**config.mk**
```make
export PLATFORM = sky130hd
export DESIGN_NAME = sfa_isqrt
export DESIGN_NICKNAME = d
export VERILOG_FILES = /design/src/hdl/sfa_pkg.sv /design/src/hdl/sfa_isqrt.sv
export SDC_FILE = /design/constraint.sdc
export NUM_CORES = 1
export LEC_CHECK = 0
export BUFFER_PORTS_ARGS = -buffer_cell sky130_fd_sc_hd__buf_2
export CAP_MARGIN = 20
export CORE_ASPECT_RATIO = 0.5
export CORE_MARGIN = 4
export CORE_UTILIZATION = 58
export DETAILED_ROUTE_END_ITERATION = 7
export MAX_ROUTING_LAYER = met4
export PLACE_DENSITY = 0.79
export SLEW_MARGIN = 40
export SYNTH_ARGS = -nofsm -noshare
export SYNTH_HDL_FRONTEND = slang
export SYNTH_SLANG_ARGS = --single-unit
```
**constraint.sdc**
```tcl
create_clock -name i_clk -period 5.5 [get_ports i_clk]
set_clock_uncertainty 0.1 [all_clocks]
set_input_delay 0.825 -clock i_clk [delete_from_list [all_inputs] [get_ports i_clk]]
set_output_delay 0.825 -clock i_clk [all_outputs]
set_load 0.1 [all_outputs]
```
**src/hdl/sfa_pkg.sv**
```systemverilog
// ----------------------------------------------------------------------------
// sfa_pkg: shared definitions of the spring force accumulator
// Widths, opcodes, register indexes, unit status and saturation helper.
// ----------------------------------------------------------------------------
`default_nettype none

package sfa_pkg;

    // Fixed point and store dimensions.
    localparam int FRAC_BITS     = 16;
    localparam int NUM_PARTICLES = 1024;
    localparam int PID_W         = 10;
    localparam int NUM_SPRINGS   = 4096;
    localparam int SID_W         = 12;
    localparam int WORD_W        = 32;
    localparam int COEF_W        = 31;
    localparam int MAG_W         = 31;
    localparam int SUM_W         = 64;
    localparam int ROOT_W        = 32;
    localparam int QUOT_W        = FRAC_BITS + 1;
    localparam int U_W           = FRAC_BITS + 2;

    // Item kinds carried in tuser.
    typedef enum logic [1:0] {
        OP_LOAD_POS   = 2'd0,
        OP_LOAD_VEL   = 2'd1,
        OP_SPRING     = 2'd2,
        OP_READ_FORCE = 2'd3
    } t_opcode;

    // Configuration register indexes.
    localparam logic [1:0] REG_WIND_X = 2'd0;
    localparam logic [1:0] REG_WIND_Y = 2'd1;
    localparam logic [1:0] REG_WIND_Z = 2'd2;
    localparam logic [1:0] REG_BREAK  = 2'd3;

    // Status of an iterative arithmetic unit.
    typedef struct packed {
        logic busy;
        logic done;
    } t_unit_stat;

    // Saturate a wide signed value to the 32-bit word range.
    function automatic logic signed [WORD_W-1:0] sat32(input logic signed [63:0] v);
        logic signed [63:0] hi;
        logic signed [63:0] lo;
        hi = 64'sh0000_0000_7FFF_FFFF;
        lo = -64'sh0000_0000_8000_0000;
        if (v > hi) begin
            return 32'sh7FFF_FFFF;
        end else if (v < lo) begin
            return 32'sh8000_0000;
        end
        return v[WORD_W-1:0];
    endfunction

endpackage

`default_nettype wire

```
**src/hdl/sfa_isqrt.sv**
```systemverilog
// ----------------------------------------------------------------------------
// sfa_isqrt: iterative integer square root
// Floor square root of a 64-bit radicand, two radicand bits per cycle.
// ----------------------------------------------------------------------------
`default_nettype none

module sfa_isqrt (
    input  wire                              i_clk,
    input  wire                              i_rst_n,
    input  wire                              i_start,
    input  wire  [sfa_pkg::SUM_W-1:0]        i_radicand,
    output sfa_pkg::t_unit_stat              o_stat,
    output logic [sfa_pkg::ROOT_W-1:0]       o_root
);

    localparam int REM_W = sfa_pkg::ROOT_W + 4;
    localparam int CNT_W = $clog2(sfa_pkg::ROOT_W);

    logic [sfa_pkg::SUM_W-1:0]  r_rad;
    logic [REM_W-1:0]           r_rem;
    logic [sfa_pkg::ROOT_W-1:0] r_root;
    logic [CNT_W-1:0]           r_cnt;
    logic                       r_busy;
    logic                       r_done;

    logic [REM_W-1:0] rem_sh;
    logic [REM_W-1:0] trial;

    // Bring down two radicand bits and try the next root bit.
    assign rem_sh = {r_rem[REM_W-3:0], r_rad[sfa_pkg::SUM_W-1 -: 2]};
    assign trial  = {{(REM_W-sfa_pkg::ROOT_W-2){1'b0}}, r_root, 2'b01};

    // One root bit each cycle.
    always_ff @(posedge i_clk) begin
        if (!i_rst_n) begin
            r_busy <= 1'b0;
            r_done <= 1'b0;
            r_cnt  <= '0;
        end else begin
            r_done <= 1'b0;
            if (i_start) begin
                r_busy <= 1'b1;
                r_cnt  <= '0;
                r_rad  <= i_radicand;
                r_rem  <= '0;
                r_root <= '0;
            end else if (r_busy) begin
                r_rad <= {r_rad[sfa_pkg::SUM_W-3:0], 2'b00};
                if (rem_sh >= trial) begin
                    r_rem  <= rem_sh - trial;
                    r_root <= {r_root[sfa_pkg::ROOT_W-2:0], 1'b1};
                end else begin
                    r_rem  <= rem_sh;
                    r_root <= {r_root[sfa_pkg::ROOT_W-2:0], 1'b0};
                end
                r_cnt <= r_cnt + 1'b1;
                if (r_cnt == CNT_W'(sfa_pkg::ROOT_W - 1)) begin
                    r_busy <= 1'b0;
                    r_done <= 1'b1;
                end
            end
        end
    end

    assign o_stat.busy = r_busy;
    assign o_stat.done = r_done;
    assign o_root      = r_root;

endmodule

`default_nettype wire

```
==> results of run 1 <==
==> logic make-up (layout without fill, tap and decap cells) <==
family	Yosys count	count (layout)	synth area share
multiplexers	85	85	0.125
flip-flops	137	137	0.543
adder cells (fa/ha/maj)	36	36	0.0605
other	0	1	0
XOR/XNOR	32	32	0.0376
AND/OR/NAND/NOR	145	145	0.0909
buffers and inverters	67	177	0.0378
AO/OA/AOI/OAI	107	107	0.106
==> worst max-delay path, delay by kind of cell (launching register included) <==
| kind | cells | cell delay (ns) |
|---|---|---|
| AO/OA/AOI/OAI | 5 | 1.28 |
| buffers and inverters | 1 | 0.40 |
| multiplexers | 1 | 0.25 |
| adder cells (fa/ha/maj) | 1 | 0.38 |
| flip-flops | 1 | 0.41 |
| AND/OR/NAND/NOR | 3 | 0.40 |
==> synth_stat cells (4+ instances only) <==
cell type / n
edfxtp_1: 130
nor2_1: 74
mux2_2: 62
inv_1: 39
ha_1: 36
a21oi_1: 25
mux2i_1: 23
nand2_1: 23
xnor2_1: 19
clkbuf_1: 16
a21o_1: 15
xor2_1: 13
nand3_1: 12
o21ai_0: 12
o21a_1: 10
nand4_1: 9
dfxtp_1: 7
buf_2: 6
a31oi_1: 5
a211oi_1: 4
and3_1: 4
buf_4: 4
==> metal layers <==
| metal | up-vias | routed length, um | GRT usage |
|---|---|---|---|
| li1 | 2453 | - | - |
| met1 | 2402 | 6990 | 0.289 |
| met2 | 161 | 6770 | 0.345 |
| met3 | 16 | 1010 | 0.0523 |
| met4 | 0 | 142 | 0.0545 |
| met5 | - | 0 | - |
==> placed cells by master, fill, tap and decap left out, types with 19 or more instances in the layout <==
cell type,n
ha_1,36
mux2i_1,23
buf_2,99
xnor2_1,19
edfxtp_1,130
nor2_1,74
mux2_2,62
nand2_1,23
a21oi_1,25
inv_1,39
==> final cells by class <==
type / instances / area share
flip-flops and latches: 137 / 0.464
multi-input cells: 405 / 0.359
inverters: 39 / 0.0168
repair buffers: 106 / 0.0670
clock inverters: 14 / 0.0202
clock buffers: 18 / 0.0492
well taps: 165 / 0.0237
diodes: 1 / 0.000287
==> path summary, 6_finish.rpt <==
| kind | endpoint |
|---|---|
| setup / recovery | r_rem[7] |
| setup reg to reg | r_rem[7] |
| hold reg to reg | r_cnt[3] |
| hold / removal | r_cnt[3] |
==> flip-flops by register name (all words and copies together), names as in the netlist <==
register / cells
r_busy: 1
r_rad: 64
r_done: 1
o_root: 32
r_cnt: 5
r_rem: 34
==> stage by stage <==
step / setup slack [ns] / cells / utilization
2_1_floorplan: 0.737 / 609 / -
3_3_place_gp: 2.10 / 850 / 0.661
3_5_place_dp: 2.00 / 852 / 0.665
4_1_cts: 1.97 / 884 / 0.715
5_1_grt: 1.75 / 885 / 0.715
6_report: 2.01 / 885 / 0.715
==> power by group <==
group	leakage (nW)	internal, W	switching, W
sequential	1.31	0.00125	0.0000334
combinational	2.02	0.000272	0.000442
clock	0.296	0.000691	0.000492
==> summary.md, run 1 <==
| Metric | Value |
|---|---|
| Leak | 3.63 nW |
| GRT Resource Usage Total | 0.218 |
| Cell chain of the critical path | ha_1, nor2b_1, o2111ai_1, a211oi_2, o21bai_2, nand2_2, a21boi_4, o21ai_4, buf_4, mux2i_1, nor2_1 |
| Share of cells above drive strength 1 | 0.303 |
| RSZ-0062 raised after global routing | no |
| Clock transition at path regs | 0.06 ns |
| Final HPWL DP | 10.2 mm |
| Asr flop ratio synth | 0 |
| Slowest stage cell, crit path | o21ai_4 |
| Synth top area share | 0.524 |
| Top cells by area, synth | edfxtp_1 52%, mux2_2 9.4%, ha_1 6.0% |
| Multi-input gate area | 3130 um2 |
| CTS tree | done |
| Seq. cell area | 4040 um2 |
| First-pass GRT wire length | 25.1 mm |
| Final setup viols | 0 |
| Largest net degree at the start of global routing | 79 |
| Max Fclk | 287 MHz |
| Initial core utilization | 0.611 |
| Worst setup path startpoint | r_rem[0] |
| Core ar. | 12200 um2 |
| Num CTS Buffers | 17 |
| Status | finished clean |
| Sequential area share after synthesis | 0.543 |
| Initial antenna violation count | 1 |
| Cell Area, Synth | 7450 um2 |
| Row count | 28 |
| Final hold vios | 0 |
| Worst Tran Pin Value | 0.788 ns |
| Full die area | 14800 um2 |
| # fillers | 887 |
| I/O pin count | 101 |
| Post-synthesis register bit count | 137 |
| Pwr dens | 364 nW/um2 |
| Worst hold slack | 0.411 ns |
| Cts hold-fix bufs | 0 |
| Origin of the critical flop-to-flop path | r_rem[0] |
| Initial DRC Count | 431 |
| Net Count, Synth | 712 |
| Mean area per synthesized cell | 12.2 um2 |
| Total Power | 0.00318 W |
| Number of global-route vias before repair | 5162 |
| Crit Path Class | register to register |
| Grt total ovfl | 0 |
| CP Capture Type | register |
| Layout area overhead | 17.1% |
| Via count | 5032 |
| Syn Inst Count | 609 |
| Primary FF master, synth | edfxtp_1 |
| Number of setup buffers added after CTS | 0 |
| Crit path DAT | 3.53 ns |
| Clock latency on the worst-skew pair | 0.41 ns |
| CTS resizes | 0 |
| Post-Route WL | 14.9 mm |
| RePlAce Congestion | 0.898 |
| Die span in y | 88.1 um |
| Chip width | 168 um |
| Worst min path class | register to register |
| Drt pass-1 iters | 5 |
| R2r setup slk | 2.01 ns |
| HP Start | r_cnt[3] |
| Critical-path maximum fanout | 17 |
| Post-route cell area | 8720 um2 |
| Drt drc | 0 |
| IO buf count | 100 |
| Period utilization | 0.634 |
| Synth warn | 0 |
| Fin crit period | 3.49 ns |
| Largest stage delay, worst path | 0.52 ns |
| Hold depth | 2 |
| CP required | 5.54 ns |
| Setup TNS | 0 ns |
| Maxcap violations | 0 |
| Clk buf depth | 2 |
| CTS H-tree depth | 4 |
| Nets | 809 |
| Via density | 5.69 |
| FF-to-FF path depth | 11 |
| Sink Count | 137 |
| Crit path launch type | register |
| EDFF count, synth | 130 |
| Antenna viol nets, final | 0 |
| Final Slew Violations | 0 |
| DP Area | 8110 um2 |
| Slew headroom | 0.474 |
| VDD IR max | 193 uV |
| Drt wl/cell | 16.8 um |
| Synth area leader | edfxtp_1 |
| CTS Root Cell | clkbuf_16 |
| Post-synth cell types | 60 |
(Power assumes the default switching activity.)
==> run 2: changes to the inputs <==
--- a/config.mk
+++ b/config.mk
@@ -9,10 +9,10 @@
 export CAP_MARGIN = 20
 export CORE_ASPECT_RATIO = 0.5
 export CORE_MARGIN = 4
-export CORE_UTILIZATION = 58
+export CORE_UTILIZATION = 53
 export DETAILED_ROUTE_END_ITERATION = 7
 export MAX_ROUTING_LAYER = met4
-export PLACE_DENSITY = 0.79
+export PLACE_DENSITY = 0.76
 export SLEW_MARGIN = 40
 export SYNTH_ARGS = -nofsm -noshare
 export SYNTH_HDL_FRONTEND = slang
==> constraint.sdc (replaced) <==
create_clock -name i_clk -period 2.9 [get_ports i_clk]
set_clock_uncertainty 0.1 [all_clocks]
set_input_delay 0.435 -clock i_clk [delete_from_list [all_inputs] [get_ports i_clk]]
set_output_delay 0.435 -clock i_clk [all_outputs]
set_load 0.1 [all_outputs]
==> summary.md, run 2 (synthesis results as in run 1) <==
| Metric | Value |
|---|---|
| Status | complete, but fails checks (was finished clean) |
| Failing checks | negative setup slack |
| Initial core utilization | 0.545 (was 0.611) |
| Number of global-route vias before repair | 5289 (was 5162) |
| RSZ-0062 raised after global routing | yes (was no) |
| GRT Resource Usage Total | 0.206 (was 0.218) |
| Util after Layout | 0.694 (was 0.715) |
| CP Buf/Inv Count | 1 (unchanged) |
| Commonest non-fill, non-tap cells in the layout | 130 x edfxtp_1, 99 x buf_2, 73 x nor2_1 (was 130 x edfxtp_1, 99 x buf_2, 74 x nor2_1) |
| Max Fclk | 336 MHz (was 287 MHz) |
| Kind of cell adding the most delay to the critical path | compound AO/OA/AOI/OAI gates (unchanged) |
| Final setup viols | 8 (was 0) |
| Nets | 848 (was 809) |
| Layout area overhead | 27.4% (was 17.1%) |
| Top Metal Used | met4 (unchanged) |
| Fin crit period | 2.98 ns (was 3.49 ns) |
| Full die area | 16100 um2 (was 14800 um2) |
| CP required | 2.96 ns (was 5.54 ns) |
| Largest stage delay, worst path | 0.45 ns (was 0.52 ns) |
| Final hold vios | 0 (unchanged) |
| Clk buf depth | 2 (unchanged) |
| Via density | 5.55 (was 5.69) |
| Gate power share | 0.261 (was 0.225) |
| Clock transition at path regs | 0.07 ns (was 0.06 ns) |
| Hold Path Sink | r_rad[0] (was r_cnt[3]) |
| CTS tree | done (unchanged) |
| Leak | 3.87 nW (was 3.63 nW) |
| Total Power | 0.00633 W (was 0.00318 W) |
| First-pass GRT wire length | 25.8 mm (was 25.1 mm) |
| Maxcap violations | 0 (unchanged) |
| Num CTS Buffers | 17 (unchanged) |
| Row count | 30 (was 28) |
| Cell chain of the critical path | ha_4, nand4_1, nor2_1, nand4_1, o41ai_2, a21oi_1, a21boi_4, o21ai_4, buf_6, mux2i_2, nor2_1 (was ha_1, nor2b_1, o2111ai_1, a211oi_2, o21bai_2, nand2_2, a21boi_4, o21ai_4, buf_4, mux2i_1, nor2_1) |
| Core ar. | 13700 um2 (was 12200 um2) |
| Fin cells | 952 (was 885) |
| Met3 wire length | 1.03 mm (was 1.01 mm) |
| Number of flip-flops under the largest register name | 64 (unchanged) |
| Largest net degree at the start of global routing | 62 (was 79) |
| Crit Path Class | register to register (unchanged) |
| Sink Count | 137 (unchanged) |
| Initial antenna violation count | 2 (was 1) |
| Clock power share | 0.353 (was 0.372) |
| Crit path DAT | 3.04 ns (was 3.53 ns) |
| Critical-path maximum fanout | 6 (was 17) |
| Worst hold slack | 0.202 ns (was 0.411 ns) |
| Worst Tran Pin Value | 0.709 ns (was 0.788 ns) |
| Slew headroom | 0.527 (was 0.474) |
| Cts hold-fix bufs | 0 (unchanged) |
| IO buf count | 100 (unchanged) |
| Final HPWL DP | 10.8 mm (was 10.2 mm) |
| CP Capture Type | register (unchanged) |
| FF-to-FF path depth | 11 (unchanged) |
| Hold depth | 2 (unchanged) |
| Crit path launch type | register (unchanged) |
| Post-Route WL | 16.3 mm (was 14.9 mm) |
| Drt wl/cell | 17.1 um (was 16.8 um) |
| Met2 wire length | 7.53 mm (was 6.77 mm) |
| Drt pass-1 iters | 5 (unchanged) |
| Chip width | 176 um (was 168 um) |
| R2r setup slk | -0.08 ns (was 2.01 ns) |
| VDD IR max | 291 uV (was 193 uV) |
| Clock latency on the worst-skew pair | 0.43 ns (was 0.41 ns) |
| I/O pin count | 101 (unchanged) |
| CTS H-tree depth | 4 (unchanged) |
| Grt total ovfl | 0 (unchanged) |
| Drt drc | 0 (unchanged) |
| Die span in y | 91.8 um (was 88.1 um) |
| WL met1 | 7.44 mm (was 6.99 mm) |
| Placed Cells | 908 (was 852) |
| RePlAce Congestion | 0.864 (was 0.898) |
| Final Slew Violations | 0 (unchanged) |
| Worst setup slack after layout | -0.0782 ns (was 2.01 ns) |
| Pwr dens | 667 nW/um2 (was 364 nW/um2) |
| Origin of the critical flop-to-flop path | r_rem[28] (was r_rem[0]) |
| Most flop-heavy register | r_rad (unchanged) |
| Via count | 5282 (was 5032) |
| HP Start | i_radicand[0] (was r_cnt[3]) |
| Commonest non-fill, non-tap cell in the layout | edfxtp_1 (unchanged) |
| Share of cells above drive strength 1 | 0.418 (was 0.303) |
| Antenna viol nets, final | 0 (unchanged) |
| CTS Root Cell | clkbuf_16 (unchanged) |
| Switching pwr | 0.00200 W (was 0.000967 W) |
| Slowest stage cell, crit path | edfxtp_1 (was o21ai_4) |
| Setup TNS | -0.168 ns (was 0 ns) |
| Seq pwr share | 0.386 (was 0.403) |
| Worst min path class | input pin to register (was register to register) |
| Sw frac | 0.316 (was 0.304) |
| Internal cell power | 0.00433 W (was 0.00221 W) |
| Period utilization | 1.03 (was 0.634) |
| Initial DRC Count | 311 (was 431) |
| Reg2Reg Capture Point | r_rem[28] (was r_rem[7]) |
-- run 2: cell types whose count changed in the layout (fill, tap and decap cells not counted), moves of 3 or more --
cell,change
inv_1,-15
ha_4,+20
buf_12,+3
buf_4,+35
a21oi_1,-6
ha_1,-21
a21oi_2,+5
inv_2,+15
o21ai_0,-5
o21ai_1,+5
-- run 2: metrics by stage --
stage / setup slack, ns / area, um2
after CTS: -0.00557 / 9220
after global routing: -0.195 / 9490
after floorplan: -0.469 / 7680
after global placement: 0.0492 / 8560
after detailed placement: -0.0430 / 8560
final: -0.0782 / 9490
-- run 2: layer usage --
| metal | vias to the layer above | global-route usage |
|---|---|---|
| met5 | - | - |
| met3 | 30 | 0.0605 |
| li1 | 2527 | - |
| met1 | 2580 | 0.274 |
| met4 | 0 | 0.0558 |
| met2 | 145 | 0.311 |
-- run 2: cell type report --
type	count	area [um2]
fillers	1006	4180
flip-flops and latches	137	4040
multi-input cells	405	3530
repair buffers	145	916
clock buffers	17	425
well taps	192	240
clock inverters	15	179
inverters	39	146
diodes	2	5.00
-- run 2: worst max path at each step --
stage	start	end	slack (ns)	cells past startpoint
after global routing	r_rem[0]	r_rem[33]	-0.20	10
after global placement	r_rem[0]	r_rem[33]	0.05	10
after detailed placement	r_rem[0]	r_rem[33]	-0.04	10
final	r_rem[28]	r_rem[28]	-0.08	11
after floorplan	o_root[0]	r_rem[33]	-0.47	11
after CTS	r_rem[0]	r_rem[33]	-0.006	10
-- run 2: what timing repair did --
| item | CTS | global route |
|---|---|---|
| pin swaps | 7 | 28 |
| setup buffers | 2 | 7 |
| endpoints found under the setup margin | 3 | 35 |
| resized for setup | 7 | 36 |
| cloned | 0 | 1 |
-- run 2: power by group through the flow --
stage | Combinational, W | Clock, W | Sequential [W]
4_1_cts | 0.00152 | 0.00226 | 0.00244
5_1_grt | 0.00179 | 0.00237 | 0.00246
3_5_place_dp | 0.00148 | 0 | 0.00248
3_3_place_gp | 0.00145 | 0 | 0.00248
6_report | 0.00165 | 0.00223 | 0.00245
2_1_floorplan | 0.000961 | 0 | 0.00265
