===== src/hdl/sfa_pkg.sv =====
// ----------------------------------------------------------------------------
// sfa_pkg: shared definitions of the spring force accumulator
// Widths, opcodes, register indexes, unit status and saturation helper.
// ----------------------------------------------------------------------------
`default_nettype none

package sfa_pkg;

    // Fixed point and store dimensions.
    localparam int FRAC_BITS     = 16;
    localparam int NUM_PARTICLES = 1024;
    localparam int PID_W         = 10;
    localparam int NUM_SPRINGS   = 4096;
    localparam int SID_W         = 12;
    localparam int WORD_W        = 32;
    localparam int COEF_W        = 31;
    localparam int MAG_W         = 31;
    localparam int SUM_W         = 64;
    localparam int ROOT_W        = 32;
    localparam int QUOT_W        = FRAC_BITS + 1;
    localparam int U_W           = FRAC_BITS + 2;

    // Item kinds carried in tuser.
    typedef enum logic [1:0] {
        OP_LOAD_POS   = 2'd0,
        OP_LOAD_VEL   = 2'd1,
        OP_SPRING     = 2'd2,
        OP_READ_FORCE = 2'd3
    } t_opcode;

    // Configuration register indexes.
    localparam logic [1:0] REG_WIND_X = 2'd0;
    localparam logic [1:0] REG_WIND_Y = 2'd1;
    localparam logic [1:0] REG_WIND_Z = 2'd2;
    localparam logic [1:0] REG_BREAK  = 2'd3;

    // Status of an iterative arithmetic unit.
    typedef struct packed {
        logic busy;
        logic done;
    } t_unit_stat;

    // Saturate a wide signed value to the 32-bit word range.
    function automatic logic signed [WORD_W-1:0] sat32(input logic signed [63:0] v);
        logic signed [63:0] hi;
        logic signed [63:0] lo;
        hi = 64'sh0000_0000_7FFF_FFFF;
        lo = -64'sh0000_0000_8000_0000;
        if (v > hi) begin
            return 32'sh7FFF_FFFF;
        end else if (v < lo) begin
            return 32'sh8000_0000;
        end
        return v[WORD_W-1:0];
    endfunction

endpackage

`default_nettype wire


===== src/hdl/sfa_udiv.sv =====
// ----------------------------------------------------------------------------
// sfa_udiv: unit vector component divider
// Computes (mag << FRAC_BITS) / len for mag not above len, one bit a cycle.
// ----------------------------------------------------------------------------
`default_nettype none

module sfa_udiv (
    input  wire                              i_clk,
    input  wire                              i_rst_n,
    input  wire                              i_start,
    input  wire  [sfa_pkg::MAG_W-1:0]        i_mag,
    input  wire  [sfa_pkg::MAG_W-1:0]        i_len,
    output sfa_pkg::t_unit_stat              o_stat,
    output logic [sfa_pkg::QUOT_W-1:0]       o_quot
);

    localparam int REM_W = sfa_pkg::MAG_W + 1;
    localparam int CNT_W = $clog2(sfa_pkg::QUOT_W);

    logic [REM_W-1:0]           r_rem;
    logic [sfa_pkg::QUOT_W-1:0] r_bits;
    logic [sfa_pkg::QUOT_W-1:0] r_quot;
    logic [sfa_pkg::MAG_W-1:0]  r_len;
    logic [CNT_W-1:0]           r_cnt;
    logic                       r_busy;
    logic                       r_done;

    logic [REM_W-1:0] rem_sh;

    // Since mag does not exceed len, the high part of the dividend starts below len.
    assign rem_sh = {r_rem[REM_W-2:0], r_bits[sfa_pkg::QUOT_W-1]};

    always_ff @(posedge i_clk) begin
        if (!i_rst_n) begin
            r_busy <= 1'b0;
            r_done <= 1'b0;
            r_cnt  <= '0;
        end else begin
            r_done <= 1'b0;
            if (i_start) begin
                r_busy <= 1'b1;
                r_cnt  <= '0;
                r_rem  <= {2'b00, i_mag[sfa_pkg::MAG_W-1:1]};
                r_bits <= {i_mag[0], {sfa_pkg::FRAC_BITS{1'b0}}};
                r_quot <= '0;
                r_len  <= i_len;
            end else if (r_busy) begin
                r_bits <= {r_bits[sfa_pkg::QUOT_W-2:0], 1'b0};
                if (rem_sh >= {1'b0, r_len}) begin
                    r_rem  <= rem_sh - {1'b0, r_len};
                    r_quot <= {r_quot[sfa_pkg::QUOT_W-2:0], 1'b1};
                end else begin
                    r_rem  <= rem_sh;
                    r_quot <= {r_quot[sfa_pkg::QUOT_W-2:0], 1'b0};
                end
                r_cnt <= r_cnt + 1'b1;
                if (r_cnt == CNT_W'(sfa_pkg::QUOT_W - 1)) begin
                    r_busy <= 1'b0;
                    r_done <= 1'b1;
                end
            end
        end
    end

    assign o_stat.busy = r_busy;
    assign o_stat.done = r_done;
    assign o_quot      = r_quot;

endmodule

`default_nettype wire


===== config.mk =====
export PLATFORM = sky130hd
export DESIGN_NAME = sfa_udiv
export DESIGN_NICKNAME = d
export VERILOG_FILES = /design/src/hdl/sfa_pkg.sv /design/src/hdl/sfa_udiv.sv
export SDC_FILE = /design/constraint.sdc
export NUM_CORES = 1
export LEC_CHECK = 0
export ABC_AREA = 1
export ABC_CLOCK_PERIOD_IN_PS = 10200
export BUFFER_PORTS_ARGS = -buffer_cell sky130_fd_sc_hd__buf_2
export CAP_MARGIN = 20
export CORE_AREA = 2 2 122 124
export CTS_CLUSTER_DIAMETER = 150
export DETAILED_ROUTE_END_ITERATION = 8
export DIE_AREA = 0 0 124 126
export MAX_ROUTING_LAYER = met4
export PLACE_DENSITY = 0.66
export SLEW_MARGIN = 20
export SYNTH_ARGS = -nofsm -noshare
export SYNTH_HDL_FRONTEND = slang
export SYNTH_SLANG_ARGS = --single-unit

===== constraint.sdc =====
create_clock -name i_clk -period 10.2 [get_ports i_clk]
set_input_delay 2.04 -clock i_clk [delete_from_list [all_inputs] [get_ports i_clk]]
set_output_delay 2.04 -clock i_clk [all_outputs]
set_load 0.005 [all_outputs]

==> results of run 1 <==
==> placed cells by master, fill, tap and decap left out, types with 3 or more instances in the layout <==
cell	instances
a21oi_1	16
a21oi_2	3
buf_2	83
buf_4	4
clkbuf_16	9
dfxtp_1	7
edfxtp_1	80
ha_1	33
inv_1	183
inv_8	4
nand2_1	348
nand2_2	12
nand2_4	3
nand3_1	53
nand3b_1	18
nand4_1	9
nor2_1	64
nor2_2	4
nor3_1	7
xnor2_1	14
==> sequential cells by signal, summed over array words and instances, names as in the netlist <==
| name | count |
|---|---|
| o_quot | 17 |
| r_bits | 1 |
| r_busy | 1 |
| r_cnt | 5 |
| r_done | 1 |
| r_len | 31 |
| r_rem | 31 |
==> logic make-up after synthesis <==
logic type                 Yosys count  share of synthesized area [%]
buffers and inverters              201                           12.4
adders and majority gates           34                           6.85
DFF                                 87                           40.2
xor gates and xnor gates            15                           2.08
and+or+nand+nor                    528                           35.9
AOI/OAI and AO/OA                   28                           2.61
==> report_power, final <==
| group | leakage [nW] | switching (mW) | total (mW) | internal [mW] |
|---|---|---|---|---|
| sequential | 0.821 | 0.0124 | 0.438 | 0.426 |
| clock | 0.148 | 0.160 | 0.333 | 0.174 |
| combinational | 2.85 | 0.214 | 0.335 | 0.121 |
==> final cells by class <==
class                      count  share of cell area (%)
inverter                     185                    9.62
multi-input combinational    605                    41.7
tap                          184                    3.19
sequential                    87                    35.2
timing repair buffer          87                    6.17
clock inverter                 7                   0.988
clock buffer                   9                    3.12
==> per-layer routing <==
layer	global-route usage [%]	share of wire, %	vias up
met5	-	0	-
met4	4.36	0.92	0
met3	4.08	5.1	13
met2	32.0	46	117
met1	27.5	48	2440
li1	-	-	2910
==> final timing paths <==
check	from	end	slack [ns]
worst min register to register	r_cnt[4]$_SDFFE_PP0P_	r_cnt[4]$_SDFFE_PP0P_	0.50
worst min-delay path	r_cnt[4]$_SDFFE_PP0P_	r_cnt[4]$_SDFFE_PP0P_	0.50
worst max-delay path	i_start	r_rem[16]$_DFFE_PP_	6.10
worst max register to register	r_rem[17]$_DFFE_PP_	r_rem[17]$_DFFE_PP_	7.42
==> flow_metrics.tcl, run 1 <==
set metrics [dict create \
    cp.depth 6 \
    grt_util_all_layers_pct 20.4 \
    startpoint_type "input pin" \
    rsz0062_at_grt "no" \
    grt_pass1_vias 5191 \
    post-place-ws_ns 5.68 \
    drc 0 \
    initial_core_util_pct 44.2 \
    slew_viol_final 0 \
    synth_top_area_share_pct 38.0 \
    relSlewSlack_pct 56.8 \
    globalRouteOverflowTotal 0 \
    final_nets 1074 \
    yosysWarnings 0 \
    clk_latency_ns 0.36 \
    n_fill_cell 1478 \
    yosysSeqAreaShare_pct 40.2 \
    p_per_area_nw_per_um2 153 \
    dpl-instance-area_um2 6920 \
    cpMostUsedCell "buf_4" \
    dp_hpwl_mm 11.3 \
    die_w_um 124 \
    finalHoldViolations 0 \
    leakage_nw 3.82 \
    cts_buffers 9 \
    synth_most_common_cell "nand2_1" \
    netlist_area_um2 6320 \
    cp.arrival_ns 4.11 \
    placed_cells 1148 \
    cts-resized-gates 0 \
    die_area_um2 15600 \
    regArea_um2 2540 \
    num_vias 5480 \
    skew_ns 0.0130 \
    power_mw 1.11 \
    post_drt_wl_per_cell_um 12.8 \
    outcome "finished, final reports clean" \
    synth-main-ff-cell "edfxtp_1" \
    min_path_type "register to register" \
    cts.clk_slew.worst_paths_ns 0.07 \
    synth.distinct_cells 38 \
    cp-end-kind "register" \
    via_per_inst 4.71 \
    grt_pass1_wl_mm 24.4 \
    rows 44 \
    slowest_delay_ns 0.59 \
    min_path_cells 1 \
    synth_edf_count 80 \
    drive_above_1_share_pct 13.4 \
    max_cap_viol_count 0 \
    cts_hold_buf 0 \
    portBuffers 83 \
    crit_fanout 50 \
    drt-total-wl_mm 14.8 \
    worstPathRequired_ns 10.21 \
    syn_inst 893 \
    ys_ff_latch 87 \
    final_util_pct 50.4 \
    timing.final.crit_period_ns 4.10 \
    pin_count 84 \
    synth_common_cells "348 x nand2_1, 183 x inv_1, 80 x edfxtp_1" \
    core_um2 14300 \
    antenna_found_initial 0 \
    setup_slack_ns 6.10 \
    netlist_top_cells_area "edfxtp_1 38%, nand2_1 21%, inv_1 11%" \
    finalCritPeriodShare_pct 40.2 \
    drt_iter0_drc 354 \
    tightest_slew_ns 0.646 \
    multi_input_area_um2 3010 \
    finalSetupTns_ns 0 \
    crit_type "input pin to register" \
    fin_area_um2 7220 \
    cpMaxStageDelayCell "a21oi_4" \
    max_clock_freq_mhz 244 \
    syn2layout_area_growth_pct 14.1 \
    cts_setup_buffers 0 \
    root_buffer "clkbuf_16" \
    synth.avg_cell_area_um2 7.08 \
    cts_max_level 3 \
    ant_nets 0 \
    synth_top_cell_by_area "edfxtp_1" \
    ir_drop_v 0.0000862 \
    path_cells "buf_2 -> buf_4 -> clkinv_1 -> buf_4 -> a21oi_4 -> buf_4" \
    cts_buffer_depth 2 \
    finalNonFillerCells 1164 \
    first_pass_iters 5 \
    rr_worst_depth 13 \
    cp_top_family "buffers and inverters" \
    hold_ws_ns 0.503 \
    synth_nets 992 \
    async_flop_share_pct 0 \
    setup_viol_count_final 0 \
    grt_max_degree 51 \
    cts_tree "yes" \
    diodes 0 \
    gp_congestion 0.935 \
    cts.sinks 87 \
    path_buf_inv 5 \
    die_h_um 126 \
]
Power figures use the tool's default switching activity.
==> run 2, diff against run 1 <==
- ABC_CLOCK_PERIOD_IN_PS: 10200 -> 3550
- PLACE_DENSITY: 0.66 -> 0.68
- clock period: 10.2 -> 3.55 ns (I/O delays scaled with it)
==> run 2 against run 1 <==
Effect of this change:
- register-to-register slack worse by 6.6 ns
- clock-buffer cell count is the same
- via count fell by 0.62%
- clock power grew to 3.0 times the previous value
- first-iteration DRC count is 10% higher
- highest routed layer unchanged
- largest power group unchanged
- die area unchanged
- sequential cell count did not move
- core utilization is 0.26 points higher
- global-route usage rose by 0.57 points
- largest cell class unchanged
==> flow_metrics.tcl, run 2 (synthesis gave the netlist of run 1 again) <==
set metrics [dict create \
    worstPathRequired_ns 3.78 \
    pin_count 84 \
    power_switching_mw 1.13 \
    finalHoldViolations 0 \
    slew_viol_final 0 \
    min_path_cells 1 \
    clk_latency_ns 0.36 \
    die_h_um 126 \
    switching_share_pct 35.2 \
    gp_congestion 0.986 \
    crit_fanout 32 \
    comb_power_share_pct 30.1 \
    cp.arrival_ns 3.00 \
    ant_nets 0 \
    drc 0 \
    r2r_slack_ns 0.78 \
    tightest_slew_ns 0.628 \
    cts.sinks 87 \
    r2r_start "r_bits[16]$_DFFE_PP_" \
    final_common_cell "nand2_1" \
    max_clock_freq_mhz 361 \
    grt_pass1_vias 5427 \
    root_buffer "clkbuf_16" \
    dp_hpwl_mm 11.4 \
    setup_viol_count_final 0 \
    relSlewSlack_pct 58.0 \
    crit_type "register to register" \
    rr_worst_depth 16 \
    die_area_um2 15600 \
    power_frac_clock_pct 30.8 \
    power_mw 3.21 \
    leakage_nw 3.83 \
    finalSetupTns_ns 0 \
    drt_iter0_drc 390 \
    rows 44 \
    grt_max_degree 50 \
    cts_tree "yes" \
    cts_buffers 9 \
    cp-end-kind "register" \
    syn2layout_area_growth_pct 14.7 \
    rsz0062_at_grt "no" \
    min_to "r_cnt[4]$_SDFFE_PP0P_" \
    mostFrequentLayoutCells "348 x nand2_1, 183 x inv_1, 83 x buf_2" \
    via_per_inst 4.68 \
    min_path_type "register to register" \
    placed_cells 1148 \
    grt_pass1_wl_mm 25.1 \
    ir_drop_v 0.000388 \
    cts_setup_buffers 0 \
    die_w_um 124 \
    rr_endpoint "r_rem[20]$_DFFE_PP_" \
    startpoint_type "register" \
    cts_hold_buf 0 \
    outcome "finished, final reports clean" \
    p_per_area_nw_per_um2 442 \
    cts-resized-gates 0 \
    core_um2 14300 \
    cts_buffer_depth 2 \
    post_drt_wl_per_cell_um 13.0 \
    portBuffers 83 \
    diodes 0 \
    antenna_found_initial 0 \
    n_fill_cell 1460 \
    skew_ns 0.0114 \
    hp-start "r_cnt[4]$_SDFFE_PP0P_" \
    finalNonFillerCells 1164 \
    drive_above_1_share_pct 13.4 \
    finalCritPeriodShare_pct 77.9 \
    first_pass_iters 5 \
    num_vias 5446 \
    initial_core_util_pct 44.2 \
    drt-total-wl_mm 15.1 \
    p_seq_share_pct 39.2 \
    grt_util_all_layers_pct 21.0 \
    cts.clk_slew.worst_paths_ns 0.07 \
    cts_max_level 3 \
    timing.final.crit_period_ns 2.77 \
    max_cap_viol_count 0 \
    hold_ws_ns 0.506 \
    final_nets 1074 \
    globalRouteOverflowTotal 0 \
    intPower_mw 2.08 \
]
==> run 2: cell counts in the layout (fill, tap and decap cells not counted) <==
Identical to the previous run, type by type.
==> run 2: worst max-delay path by stage <==
stage                                     from                       to  depth (start not counted)
after global placement    r_bits[16]$_DFFE_PP_      r_rem[17]$_DFFE_PP_                         16
after floorplan                        i_start  o_quot[0]$_SDFFCE_PP0P_                          2
after CTS                 r_bits[16]$_DFFE_PP_      r_rem[20]$_DFFE_PP_                         16
final                     r_bits[16]$_DFFE_PP_      r_rem[20]$_DFFE_PP_                         16
after detailed placement  r_bits[16]$_DFFE_PP_      r_rem[20]$_DFFE_PP_                         16
after global routing      r_bits[16]$_DFFE_PP_      r_rem[18]$_DFFE_PP_                         16
==> run 2: stage by stage <==
step / setup slack (ns) / util, % / area [µm²]
2_1_floorplan: 0.813 / - / 6330
3_3_place_gp: 0.801 / 48.5 / 6950
3_5_place_dp: 0.761 / 48.5 / 6950
4_1_cts: 0.751 / 50.7 / 7250
5_1_grt: 0.505 / 50.7 / 7250
6_report: 0.783 / 50.7 / 7250
==> run 2: critical path: stages, from the launching register on <==
cell and delay [ns]:
edfxtp_1 0.33, inv_1 0.05, ha_1 0.22, fa_1 0.41, inv_1 0.12, nand2_1 0.08
nand2_1 0.07, nand3b_1 0.09, nand2_2 0.11, nand2_1 0.09, nand3_2 0.08, nand2_4 0.15
nand2_4 0.35, nand2_4 0.24, nand2_1 0.13, nand2_1 0.06, nand2_1 0.05
==> run 2: layout make-up <==
class | instances | area, µm² | area share [%]
clock inverter | 7 | 83.8 | 1.16
sequential | 87 | 2540 | 35.0
clock buffer | 9 | 225 | 3.10
timing repair buffer | 87 | 470 | 6.48
tap | 184 | 230 | 3.17
multi-input combinational | 605 | 3010 | 41.5
inverter | 185 | 694 | 9.57
==> run 2: power by group through the flow <==
stage	Sequential, mW	Combinational (mW)	Clock [mW]
finish	1.26	0.964	0.987
global placement	1.28	0.952	0
floorplan	1.27	0.731	0
detailed placement	1.28	0.958	0
CTS	1.26	0.964	1.01
global route	1.27	1.10	1.06
==> run 2: metal layers <==
layer / wire, µm / vias up / track usage [%]
met5: 0 / - / -
met2: 6830 / 133 / 32.8
li1: - / 2909 / -
met4: 265 / 0 / 6.68
met3: 684 / 16 / 3.80
met1: 7310 / 2388 / 27.6
==> run 3, diff against run 2 <==
- ABC_CLOCK_PERIOD_IN_PS: 3550 -> 2400
- clock period: 3.55 -> 2.4 ns (I/O delays scaled with it)
==> run 3 against run 2 <==
Effect of this change:
- routed wire length increased by 4.2%
- cell area is 3.0% higher
- sequential share of layout area is 1.0 points lower
- sequential cell count unchanged
- clock skew rose by 0.0016 ns
- clock power up 61%
- power up 56%
- first-iteration DRC count decreased by 21%
- core utilization rose by 1.5 points
- via count is 3.2% higher
- global-route usage is 0.50 points higher
- critical path depth decreased by 5
- largest cell class unchanged
==> flow_metrics.tcl, run 3 (synthesis gave the netlist of run 1 again) <==
set metrics [dict create \
    cts_hold_buf 0 \
    finalCritPeriodShare_pct 93.8 \
    n_fill_cell 1449 \
    highest_layer "met4" \
    grt_pass1_wl_mm 25.5 \
    drt_iter0_drc 307 \
    wl_met2_mm 6.99 \
    ant_nets 0 \
    cts.clk_slew.worst_paths_ns 0.07 \
    ir_drop_v 0.000491 \
    rr_worst_depth 11 \
    die_area_um2 15600 \
    leakage_nw 3.92 \
    wl_met3_um 877 \
    clk_latency_ns 0.36 \
    post-place-ws_ns 0.0910 \
    outcome "finished, final reports clean" \
    startpoint_type "register" \
    setup_slack_ns 0.148 \
    cp-end-kind "register" \
    final_nets 1088 \
    antenna_found_initial 0 \
    min_to "r_len[19]$_DFFE_PP_" \
    finalHoldViolations 0 \
    power_switching_mw 1.66 \
    portBuffers 83 \
    wl_met1_mm 7.50 \
    drive_above_1_share_pct 15.9 \
    core_um2 14300 \
    power_frac_clock_pct 31.8 \
    dp_hpwl_mm 11.8 \
    num_vias 5621 \
    gp_congestion 0.928 \
    hp-start "i_len[19]" \
    drc 0 \
    drt-total-wl_mm 15.7 \
    cts_buffer_depth 2 \
    max_cap_viol_count 0 \
    initial_core_util_pct 44.2 \
    switching_share_pct 33.3 \
    crit_fanout 9 \
    diodes 0 \
    r2r_start "r_rem[19]$_DFFE_PP_" \
    rows 44 \
    min_path_type "input pin to register" \
    setup_viol_count_final 0 \
    cts_max_level 3 \
    die_h_um 126 \
    crit_type "register to register" \
    worstPathRequired_ns 2.51 \
    multi_input_area_um2 3060 \
    min_path_cells 1 \
    cts_buffers 9 \
    post_drt_wl_per_cell_um 13.3 \
    skew_ns 0.0129 \
    via_per_inst 4.77 \
    r2r_slack_ns 0.15 \
    first_pass_iters 5 \
    relSlewSlack_pct 71.3 \
    power_mw 5.00 \
    slew_viol_final 0 \
    p_seq_share_pct 37.3 \
    intPower_mw 3.33 \
    pin_count 84 \
    syn2layout_area_growth_pct 18.1 \
    max_clock_freq_mhz 444 \
    die_w_um 124 \
    grt_max_degree 33 \
    finalSetupTns_ns 0 \
    grt_util_all_layers_pct 21.5 \
    regArea_um2 2540 \
    cts.sinks 87 \
    rr_endpoint "r_rem[13]$_DFFE_PP_" \
    comb_power_share_pct 30.9 \
    cts_tree "yes" \
    root_buffer "clkbuf_16" \
    tightest_slew_ns 0.430 \
    mostFrequentLayoutCells "346 x nand2_1, 182 x inv_1, 83 x buf_2" \
    p_per_area_nw_per_um2 669 \
    timing.final.crit_period_ns 2.25 \
    grt_pass1_vias 5497 \
    cp.arrival_ns 2.37 \
    globalRouteOverflowTotal 0 \
    final_common_cell "nand2_1" \
]
run 3: worst max path at each step:
stage,from,end,slack [ns]
final,r_rem[19]$_DFFE_PP_,r_rem[13]$_DFFE_PP_,0.15
after global routing,r_len[0]$_DFFE_PP_,r_rem[15]$_DFFE_PP_,-0.02
after CTS,r_bits[16]$_DFFE_PP_,r_rem[12]$_DFFE_PP_,0.08
after detailed placement,r_bits[16]$_DFFE_PP_,r_rem[12]$_DFFE_PP_,0.09
after global placement,r_rem[28]$_DFFE_PP_,r_rem[0]$_DFFE_PP_,0.12
after floorplan,r_bits[16]$_DFFE_PP_,r_rem[27]$_DFFE_PP_,0.21
run 3: area by class of cell:
class	instances	area share, %
Multi-Input combinational cell	605	40.9
Sequential cell	87	34.0
Inverter	185	9.30
Timing Repair Buffer	101	8.27
Tap cell	184	3.08
Clock buffer	9	3.02
Clock inverter	7	1.37
run 3: metrics by stage:
step	util, %	cells	area [µm²]	hold WS (ns)
floorplan	-	893	6330	0.463
global placement	49.1	1159	7030	0.475
detailed placement	49.1	1159	7030	0.479
CTS	51.4	1175	7360	0.273
global route	52.2	1178	7470	0.273
finish	52.2	1178	7470	0.284
run 3: metal layers:
metal	track usage [%]	up-vias
met4	6.28	0
met3	4.85	27
li1	-	2935
met1	28.4	2510
met2	33.2	149
met5	-	-
run 3: critical path: stages, from the launching register on:
cell,delay (ns)
edfxtp_1,0.41
ha_2,0.41
nand2_1,0.13
nor2_2,0.18
nand2_1,0.13
nor2_2,0.17
nand2_4,0.09
nand2_8,0.12
clkbuf_16,0.17
nand2_1,0.06
nand3_1,0.07
nand2_1,0.05
run 3: timing repair:
action | in CTS | in global routing
resized for setup | 0 | 17
setup buffers | 0 | 1
endpoints found under the setup margin | 0 | 31
run 3: power by group through the flow:
stage	combinational, mW	sequential [mW]	clock (mW)
final	1.55	1.86	1.59
after global routing	1.75	1.87	1.69
after floorplan	1.08	1.88	0
after detailed placement	1.47	1.89	0
after CTS	1.48	1.86	1.62
after global placement	1.46	1.89	0
